**src/rtl/cut_pkg.sv**
```systemverilog
package cut_pkg;

  typedef struct packed {
    logic [7:0] chr;
    logic       last;
  } cut_beat_t;

  typedef struct packed {
    logic [1:0] num;
    cut_beat_t  b0;
    cut_beat_t  b1;
  } cut_res_t;

  localparam logic [7:0]  CHR_END    = 8'h00;
  localparam logic [7:0]  CHR_SPACE  = 8'h20;
  localparam logic [7:0]  CHR_DASH   = 8'h2D;
  localparam logic [15:0] PAIR_YO_UC = 16'h596F;
  localparam logic [15:0] PAIR_YO_LC = 16'h796F;

  localparam logic [15:0] CODE_UC_LO  = 16'hD090;
  localparam logic [15:0] CODE_UC_HI  = 16'hD0AF;
  localparam logic [15:0] CODE_LCA_LO = 16'hD0B0;
  localparam logic [15:0] CODE_LCA_HI = 16'hD0BF;
  localparam logic [15:0] CODE_LCB_LO = 16'hD180;
  localparam logic [15:0] CODE_LCB_HI = 16'hD18F;
  localparam logic [15:0] CODE_YO_UC  = 16'hD081;
  localparam logic [15:0] CODE_YO_LC  = 16'hD191;
  localparam logic [15:0] CODE_DASH   = 16'hE280;

  localparam logic [15:0] UPPER_MAP [32] = '{
    16'h0041, 16'h0042, 16'h0056, 16'h0047, 16'h0044, 16'h0045, 16'h5A68, 16'h005A,
    16'h0049, 16'h0059, 16'h004B, 16'h004C, 16'h004D, 16'h004E, 16'h004F, 16'h0050,
    16'h0052, 16'h0053, 16'h0054, 16'h0055, 16'h0046, 16'h0048, 16'h5473, 16'h4368,
    16'h5368, 16'h5368, 16'h0027, 16'h0059, 16'h0027, 16'h0045, 16'h5975, 16'h5961
  };

  function automatic logic [7:0] to_lower(input logic [7:0] c);
    logic [7:0] r;
    r = c;
    if (c inside {[8'h41:8'h5A]}) begin
      r = c | 8'h20;
    end
    return r;
  endfunction

  function automatic logic [15:0] lookup(input logic [15:0] code);
    logic [4:0]  idx;
    logic [15:0] m;
    logic [15:0] r;
    r   = {8'h00, CHR_SPACE};
    idx = code[4:0] - 5'd16;
    m   = '0;
    if (code inside {[CODE_UC_LO:CODE_UC_HI]}) begin
      r = UPPER_MAP[idx];
    end else if (code inside {[CODE_LCA_LO:CODE_LCA_HI], [CODE_LCB_LO:CODE_LCB_HI]}) begin
      idx = {code[8], code[3:0]};
      m   = UPPER_MAP[idx];
      if (m[15:8] != 8'h00) begin
        r = {to_lower(m[15:8]), m[7:0]};
      end else begin
        r = {8'h00, to_lower(m[7:0])};
      end
    end else if (code == CODE_YO_UC) begin
      r = PAIR_YO_UC;
    end else if (code == CODE_YO_LC) begin
      r = PAIR_YO_LC;
    end else if (code == CODE_DASH) begin
      r = {8'h00, CHR_DASH};
    end
    return r;
  endfunction

endpackage

```
**src/rtl/cyrillic_utf8_transliterator.sv**
```systemverilog
// Cyrillic UTF-8 to Latin transliterator.
// Input channel: in_valid / in_stall / in_byte, one text byte per beat; a zero
// byte ends a string. A byte with bit 7 set waits for its partner byte; if that
// has bit 7 too, the pair maps to one or two Latin characters, a dash, or a space.
// Output channel: out_valid / out_stall / out_char / out_is_last, one
// character per beat; out_is_last marks the terminating zero of a string.
// Characters beyond MAX_CHARS per string are dropped; the zero always goes out.
// An accepted byte waits in the input register until the result buffer can
// load; its characters are then registered there and presented on the output.
// Throughput: one byte per cycle while each byte gives at most one character
// and the receiver does not stall; a byte that gives two characters holds off
// the next until the single output port drains the two-entry result buffer.
// Reset clears the held byte and the character count and empties both buffers; no
// beat is presented in the cycle after reset.
// When the receiver stalls, the current character holds; the input register
// fills and then in_stall rises until the result buffer drains.
module cyrillic_utf8_transliterator #(
  parameter int MAX_CHARS = 64
) (
  input  logic       clk,
  input  logic       rst_n,
  input  logic       in_valid,
  output logic       in_stall,
  input  logic [7:0] in_byte,
  output logic       out_valid,
  input  logic       out_stall,
  output logic [7:0] out_char,
  output logic       out_is_last
);
  import cut_pkg::*;

  logic       in_v_r;
  logic [7:0] in_byte_r;
  logic       can_load;
  logic       consume;
  cut_res_t   res;

  assign consume  = in_v_r && can_load;
  assign in_stall = in_v_r && !can_load;

  always_ff @(posedge clk) begin
    if (!rst_n) begin
      in_v_r <= 1'b0;
    end else if (in_valid && !in_stall) begin
      in_v_r <= 1'b1;
    end else if (consume) begin
      in_v_r <= 1'b0;
    end
  end

  always_ff @(posedge clk) begin
    if (in_valid && !in_stall) begin
      in_byte_r <= in_byte;
    end
  end

  cut_step #(
    .MAX_CHARS(MAX_CHARS)
  ) u_step (
    .clk    (clk),
    .rst_n  (rst_n),
    .consume(consume),
    .din    (in_byte_r),
    .res    (res)
  );

  cut_obuf u_obuf (
    .clk        (clk),
    .rst_n      (rst_n),
    .load       (consume),
    .res        (res),
    .can_load   (can_load),
    .out_valid  (out_valid),
    .out_stall  (out_stall),
    .out_char   (out_char),
    .out_is_last(out_is_last)
  );

endmodule

```
**src/rtl/cut_step.sv**
```systemverilog
module cut_step #(
  parameter int MAX_CHARS = 64
) (
  input  logic              clk,
  input  logic              rst_n,
  input  logic              consume,
  input  logic [7:0]        din,
  output cut_pkg::cut_res_t res
);
  import cut_pkg::*;

  localparam int CW = $clog2(MAX_CHARS + 1);
  localparam logic [CW:0] LIMIT = (CW + 1)'(MAX_CHARS);

  logic [7:0]    held_byte_r, held_byte_nxt;
  logic          held_valid_r, held_valid_nxt;
  logic [CW-1:0] cnt_r, cnt_nxt;
  logic [CW:0]   cnt_ext;
  logic          room0, room1;
  logic [15:0]   m;
  logic          two;
  logic          end_hit;

  always_comb begin
    cnt_ext        = {1'b0, cnt_r};
    room0          = cnt_ext < LIMIT;
    room1          = (cnt_ext + (CW + 1)'(1)) < LIMIT;
    m              = lookup({held_byte_r, din});
    two            = m[15:8] != 8'h00;
    res            = '0;
    held_byte_nxt  = held_byte_r;
    held_valid_nxt = held_valid_r;
    cnt_nxt        = cnt_r;
    end_hit        = 1'b0;
    if (held_valid_r) begin
      held_byte_nxt  = 8'h00;
      held_valid_nxt = 1'b0;
      if (din[7]) begin
        if (two) begin
          res.b0.chr = m[15:8];
          res.b1.chr = m[7:0];
          res.num    = room1 ? 2'd2 : (room0 ? 2'd1 : 2'd0);
        end else begin
          res.b0.chr = m[7:0];
          res.num    = room0 ? 2'd1 : 2'd0;
        end
        cnt_nxt = cnt_r + CW'(res.num);
      end else if (din == CHR_END) begin
        end_hit = 1'b1;
        cnt_nxt = '0;
        if (room0) begin
          res.b0.chr  = held_byte_r;
          res.b1.chr  = CHR_END;
          res.b1.last = 1'b1;
          res.num     = 2'd2;
        end else begin
          res.b0.chr  = CHR_END;
          res.b0.last = 1'b1;
          res.num     = 2'd1;
        end
      end else begin
        res.b0.chr = held_byte_r;
        res.b1.chr = din;
        res.num    = room1 ? 2'd2 : (room0 ? 2'd1 : 2'd0);
        cnt_nxt    = cnt_r + CW'(res.num);
      end
    end else if (din == CHR_END) begin
      end_hit     = 1'b1;
      cnt_nxt     = '0;
      res.b0.chr  = CHR_END;
      res.b0.last = 1'b1;
      res.num     = 2'd1;
    end else if (din[7]) begin
      held_byte_nxt  = din;
      held_valid_nxt = 1'b1;
    end else begin
      res.b0.chr = din;
      res.num    = room0 ? 2'd1 : 2'd0;
      cnt_nxt    = cnt_r + CW'(res.num);
    end
  end

  always_ff @(posedge clk) begin
    if (!rst_n) begin
      held_byte_r  <= 8'h00;
      held_valid_r <= 1'b0;
      cnt_r        <= '0;
    end else if (consume) begin
      held_byte_r  <= held_byte_nxt;
      held_valid_r <= held_valid_nxt;
      cnt_r        <= cnt_nxt;
    end
  end

  a_cnt_limit: assert property (@(posedge clk) disable iff (!rst_n)
    {1'b0, cnt_r} <= LIMIT)
    else $error("character count above limit");

  a_held_hi: assert property (@(posedge clk) disable iff (!rst_n)
    held_valid_r |-> held_byte_r[7])
    else $error("held byte without bit 7");

  a_end_clear: assert property (@(posedge clk) disable iff (!rst_n)
    consume && end_hit |=> cnt_r == '0 && !held_valid_r)
    else $error("string end did not clear state");

endmodule

```
**src/rtl/cut_obuf.sv**
```systemverilog
module cut_obuf (
  input  logic              clk,
  input  logic              rst_n,
  input  logic              load,
  input  cut_pkg::cut_res_t res,
  output logic              can_load,
  output logic              out_valid,
  input  logic              out_stall,
  output logic [7:0]        out_char,
  output logic              out_is_last
);
  import cut_pkg::*;

  logic [1:0] cnt_r;
  cut_beat_t  e0_r, e1_r;
  logic       pop;

  assign pop         = (cnt_r != 2'd0) && !out_stall;
  assign can_load    = (cnt_r == 2'd0) || ((cnt_r == 2'd1) && pop);
  assign out_valid   = cnt_r != 2'd0;
  assign out_char    = e0_r.chr;
  assign out_is_last = e0_r.last;

  always_ff @(posedge clk) begin
    if (!rst_n) begin
      cnt_r <= 2'd0;
    end else if (load) begin
      cnt_r <= res.num;
    end else if (pop) begin
      cnt_r <= cnt_r - 2'd1;
    end
  end

  // advance the second beat once the first is taken
  always_ff @(posedge clk) begin
    if (load) begin
      e0_r <= res.b0;
      e1_r <= res.b1;
    end else if (pop) begin
      e0_r <= e1_r;
    end
  end

  a_load_free: assert property (@(posedge clk) disable iff (!rst_n)
    load |-> can_load)
    else $error("load into occupied buffer");

  a_cnt_range: assert property (@(posedge clk) disable iff (!rst_n)
    cnt_r != 2'd3)
    else $error("buffer count out of range");

  a_hold_two: assert property (@(posedge clk) disable iff (!rst_n)
    cnt_r == 2'd2 && out_stall |=> cnt_r == 2'd2 && $stable(e0_r) && $stable(e1_r))
    else $error("stalled beats changed");

endmodule

```
**config.mk**
```make
export PLATFORM = sky130hd
export DESIGN_NAME = cyrillic_utf8_transliterator
export DESIGN_NICKNAME = d
export VERILOG_FILES = /design/src/rtl/cut_pkg.sv /design/src/rtl/cyrillic_utf8_transliterator.sv /design/src/rtl/cut_step.sv /design/src/rtl/cut_obuf.sv
export SDC_FILE = /design/constraint.sdc
export NUM_CORES = 1
export LEC_CHECK = 0
export CORE_MARGIN = 2
export CORE_UTILIZATION = 36
export DETAILED_ROUTE_END_ITERATION = 7
export DONT_BUFFER_PORTS = 1
export GPL_ROUTABILITY_DRIVEN = 1
export SYNTH_ARGS = -nofsm -noshare
export SYNTH_HDL_FRONTEND = slang
export SYNTH_SLANG_ARGS = --single-unit
```
**constraint.sdc**
```tcl
create_clock -name clk -period 4 [get_ports clk]
set_clock_uncertainty 0.2 [all_clocks]
set_input_delay 0.8 -clock clk [delete_from_list [all_inputs] [get_ports clk]]
set_output_delay 0.8 -clock clk [all_outputs]
set_load 0.01 [all_outputs]
```
==> run summary <==
Global routing used 19.41% of the available tracks across all layers. The highest layer touched by signal routing is met4. The H-tree was split into 2 levels. The worst register-to-register path has a depth of 14.

The number of endpoints failing setup at the final stage came out at 0. The sum of negative setup slack is 0 ps. The Yosys step of the flow raised 0 warnings. The worst setup path is of the register to register kind.

Dividing the detail-routed wire length by the instance count gives 18.48 µm. The DRC violations left came out at 0. The via count came out at 3314. The final RePlAce weighted congestion came out at 0.9398.

After detailed routing, the number of vias per cell comes to 5.907. For this run, the leading register cell type out of synthesis is sky130_fd_sc_hd__edfxtp_1. The met3 wire length came out at 479 µm.

Ranked by total cell area, the synthesized netlist is headed by sky130_fd_sc_hd__edfxtp_1 (21%), sky130_fd_sc_hd__dfxtp_1 (10%), sky130_fd_sc_hd__ha_1 (5.8%), sky130_fd_sc_hd__nor2b_1 (4.6%), sky130_fd_sc_hd__nor2_1 (3.5%). The total length of routed met2 wires came out at 4752 µm. In this run the static leakage power is 1.435 nW. The proportion of netlist area held by the largest area contributor came out at 20.55%. After synthesis, the share of flip-flops with an asynchronous set or reset is 0%.

The worst hold path belongs to the class register to register. The number of hold-repair buffers added at the cts stage is 0. The final hold violation count is 0. The clock edge transition at the registers on the reported setup and hold paths is 90 ps. Relative to the synthesized area, the layout overhead comes to 11.03%. The root buffer cell chosen for the clock tree is sky130_fd_sc_hd__clkbuf_8. For this run the aggregate overflow at the end of global routing stands at 0. The post-synthesis instance area is 3652 µm². The final max-slew violation count is 0. The worst max-slew margin expressed relative to the limit is 30.33%. The number of antenna violations at the first check in global routing came out at 0. The number of nets in the layout is 458. The most critical setup path has its startpoint at u_step.held_byte_r[1]. The setup slack of the most critical reg-to-reg path came out at 290 ps. The number of standard cells after synthesis came out at 416. The worst vdd rail ir drop is 0.0002272 V. The number of detailed-routing iterations run before antenna repair is 5. Setup repair after global routing left no endpoint under its margin. The startpoint identified for the worst register-to-register timing path is u_step.held_byte_r[1]. The detail route stage leaves a number of antenna-violating nets equal to 0. The count of placed standard cells in the final layout, fillers left out came out at 561. The post-route netlist has 13.79% of its cells at a drive strength greater than 1. The number of register bits inferred by synthesis is 44. The half-perimeter wire length of the detailed placement result came out at 8012 µm. For the worst setup path, the data arrival time is 3680 ps. The first-pass GRT wire length is 17240 µm. Yosys mapped the design onto 73 distinct sky130hd cell types. Dividing total power by cell area gives a power density of 408.2 nW/µm². The largest net degree at the start of global routing came out at 25.

The number of buffers added on ports came out at 0. 0 antenna diodes ended up in the layout. The endpoint of the most critical register-to-register path is u_step.cnt_r[4]. The post-synthesis area per instance is 8.779 µm².

The placeable core area came out at 9819 µm². The wire length reported by the detailed router is 10370 µm. The routed design could run at a clock period as short as 3711 ps. Derived from the worst setup path, the maximum achievable clock frequency is 269.4 MHz. The cell count after placement is 550. The number of global-route vias before repair came to 3263.

Clock tree synthesis inserted a total of 5 buffers. The number of rows in the core area came out at 36. The vertical die dimension is 104.7 µm.

Counting the fill cells in the layout gives 1009. The biggest fanout along the worst timing path came out at 7. The met1 routed wirelength after detailed routing came out at 4970 µm. The number of flops mapped to enable cells by yosys is 25. The die footprint is 10970 µm². The worst setup path is captured at a register. The startpoint type of the worst setup path is a register.

The CTS sink count is 44. The maximum count of clock buffers along a single path came out at 2. The total of max-cap violations is 0. The flow ran to the end, and the final reports show no timing, DRC or antenna violations. During I/O placement, the number of pins put on the boundary was 23. Summing the sequential cell areas from Yosys gives 30.97% of the chip area. The library cells used most frequently in the layout, excluding fill and tap cells, are sky130_fd_sc_hd__nor2_1 (34), sky130_fd_sc_hd__buf_4 (30), sky130_fd_sc_hd__nand2_1 (29), sky130_fd_sc_hd__nor2b_1 (27), sky130_fd_sc_hd__edfxtp_1 (25). The transition time at the pin with the least slew margin is 1045 ps. The initial core utilization is 37.19%. The number of DRC markers after the initial detailed-route iteration is 203. The number of nets in the synthesized netlist is 447. The final critical-path share of the clock period came out at 92.79%. Leaving out fill and tap cells, the most frequent cell in the layout is sky130_fd_sc_hd__nor2_1.

The CTS tree is yes. For the worst setup path, the data required time is 3970 ps. The latest clock arrival within the worst-skew pair is 300 ps.

The largest total area in the synthesized netlist belongs to sky130_fd_sc_hd__edfxtp_1. The most critical setup path has its endpoint at u_step.cnt_r[4]. The floorplan step set the die width to 104.7 µm.
## worst max-delay path: stages, from the launching register on
cell	delay [ps]
sky130_fd_sc_hd__dfxtp_1	410
sky130_fd_sc_hd__or4b_4	610
sky130_fd_sc_hd__nor4_1	340
sky130_fd_sc_hd__nand2_1	230
sky130_fd_sc_hd__o2111a_4	250
sky130_fd_sc_hd__nor2_1	90
sky130_fd_sc_hd__nor2_1	50
sky130_fd_sc_hd__ha_1	220
sky130_fd_sc_hd__fa_1	360
sky130_fd_sc_hd__mux2_2	260
sky130_fd_sc_hd__a22oi_1	180
sky130_fd_sc_hd__nor2_1	100
sky130_fd_sc_hd__nand3_1	100
sky130_fd_sc_hd__xor2_1	150
sky130_fd_sc_hd__nor2_1	50
## Yosys cell counts (all sizes together), types with 3 or more instances
cell and number:
and3b 4, nor2 34, inv 13, mux4 5, nor3b 8, nor3 13
o21ai 21, nand2b 5, nand2 29, clkbuf 16, edfxtp 25, and3 4
o2bb2ai 3, o211ai 9, nand4 4, a21oi 22, o2111a 3, nand3 11
a31oi 6, a211oi 6, and2 8, mux2i 7, xor2 4, o221ai 4
buf 10, nor2b 27, nand3b 3, o2111ai 5, a22oi 11, or2 3
mux2 3, dfxtp 19, o31ai 3, xnor2 5, nor4 3, ha 17
o21a 6
## flip-flops by register name, indices dropped and copies added (netlist names)
register	flops
u_obuf.out_is_last	1
u_obuf.out_char	8
in_byte_r	8
in_v_r	1
u_obuf.e1_r	8
u_step.cnt_r	7
u_step.held_valid_r	1
u_step.held_byte_r	8
u_obuf.cnt_r	2
## worst min path at each step
stage | slack, ps | end | cells after the start | from
floorplan | 270 | u_step.cnt_r[5] | 2 | u_step.cnt_r[5]
global placement | 300 | u_step.cnt_r[5] | 2 | u_step.cnt_r[5]
detailed placement | 310 | u_step.cnt_r[5] | 2 | u_step.cnt_r[5]
CTS | 330 | u_step.cnt_r[5] | 2 | u_step.cnt_r[5]
global route | 350 | u_step.cnt_r[5] | 2 | u_step.cnt_r[5]
finish | 330 | u_step.cnt_r[5] | 2 | u_step.cnt_r[5]
## power by group
group	internal [mW]	leakage, nW	switching [mW]
Clock	0.188	0.0548	0.164
Sequential	0.607	0.397	0.0908
Combinational	0.235	0.983	0.371
Total	1.03	1.43	0.626
## what timing repair did
item                       CTS  global route
setup buffers                0             3
gates resized for setup      0             1
setup endpoints to repair    0             4
## metrics by stage
step / total power, mW / utilization, % / area (µm²) / worst slack (ps) / hold slack [ps]
after floorplan: 1.123 / - / 3652 / 278.6 / 271.1
after global placement: 1.290 / 39.84 / 3913 / 317.1 / 297.3
after detailed placement: 1.303 / 39.84 / 3913 / 239.7 / 307.2
after CTS: 1.657 / 41.02 / 4028 / 234.4 / 333.6
after global routing: 1.771 / 41.30 / 4055 / 90.51 / 353.2
final: 1.655 / 41.30 / 4055 / 288.6 / 330.0
## logic make-up (layout without fill, tap and decap cells)
group                    Yosys count  after routing  synth area share [%]
AND/OR/NAND/NOR                  167            167                 25.76
adder cells (fa/ha/maj)           19             19                 6.920
XOR/XNOR                           9              9                 2.158
AO/OA/AOI/OAI                    122            122                 23.84
multiplexers                      15             15                 5.927
buffers and inverters             40             52                 4.419
flip-flops                        44             44                 30.97
## final cells by class
| type | count | area, µm² | share of cell area (%) |
|---|---|---|---|
| Multi-Input combinational cell | 332 | 2365 | 58.32 |
| Sequential cell | 44 | 1131 | 27.89 |
| Timing Repair Buffer | 30 | 225.2 | 5.554 |
| Tap cell | 133 | 166.4 | 4.104 |
| Clock buffer | 5 | 68.82 | 1.697 |
| Inverter | 14 | 52.55 | 1.296 |
| Clock inverter | 3 | 46.29 | 1.142 |
## layer usage
| layer | up-vias | GRT usage, % |
|---|---|---|
| met5 | - | 0 |
| met4 | 0 | 4.762 |
| met3 | 19 | 2.994 |
| met2 | 113 | 30.98 |
| met1 | 1583 | 27.46 |
| li1 | 1599 | - |
Power figures use the tool's default switching activity.
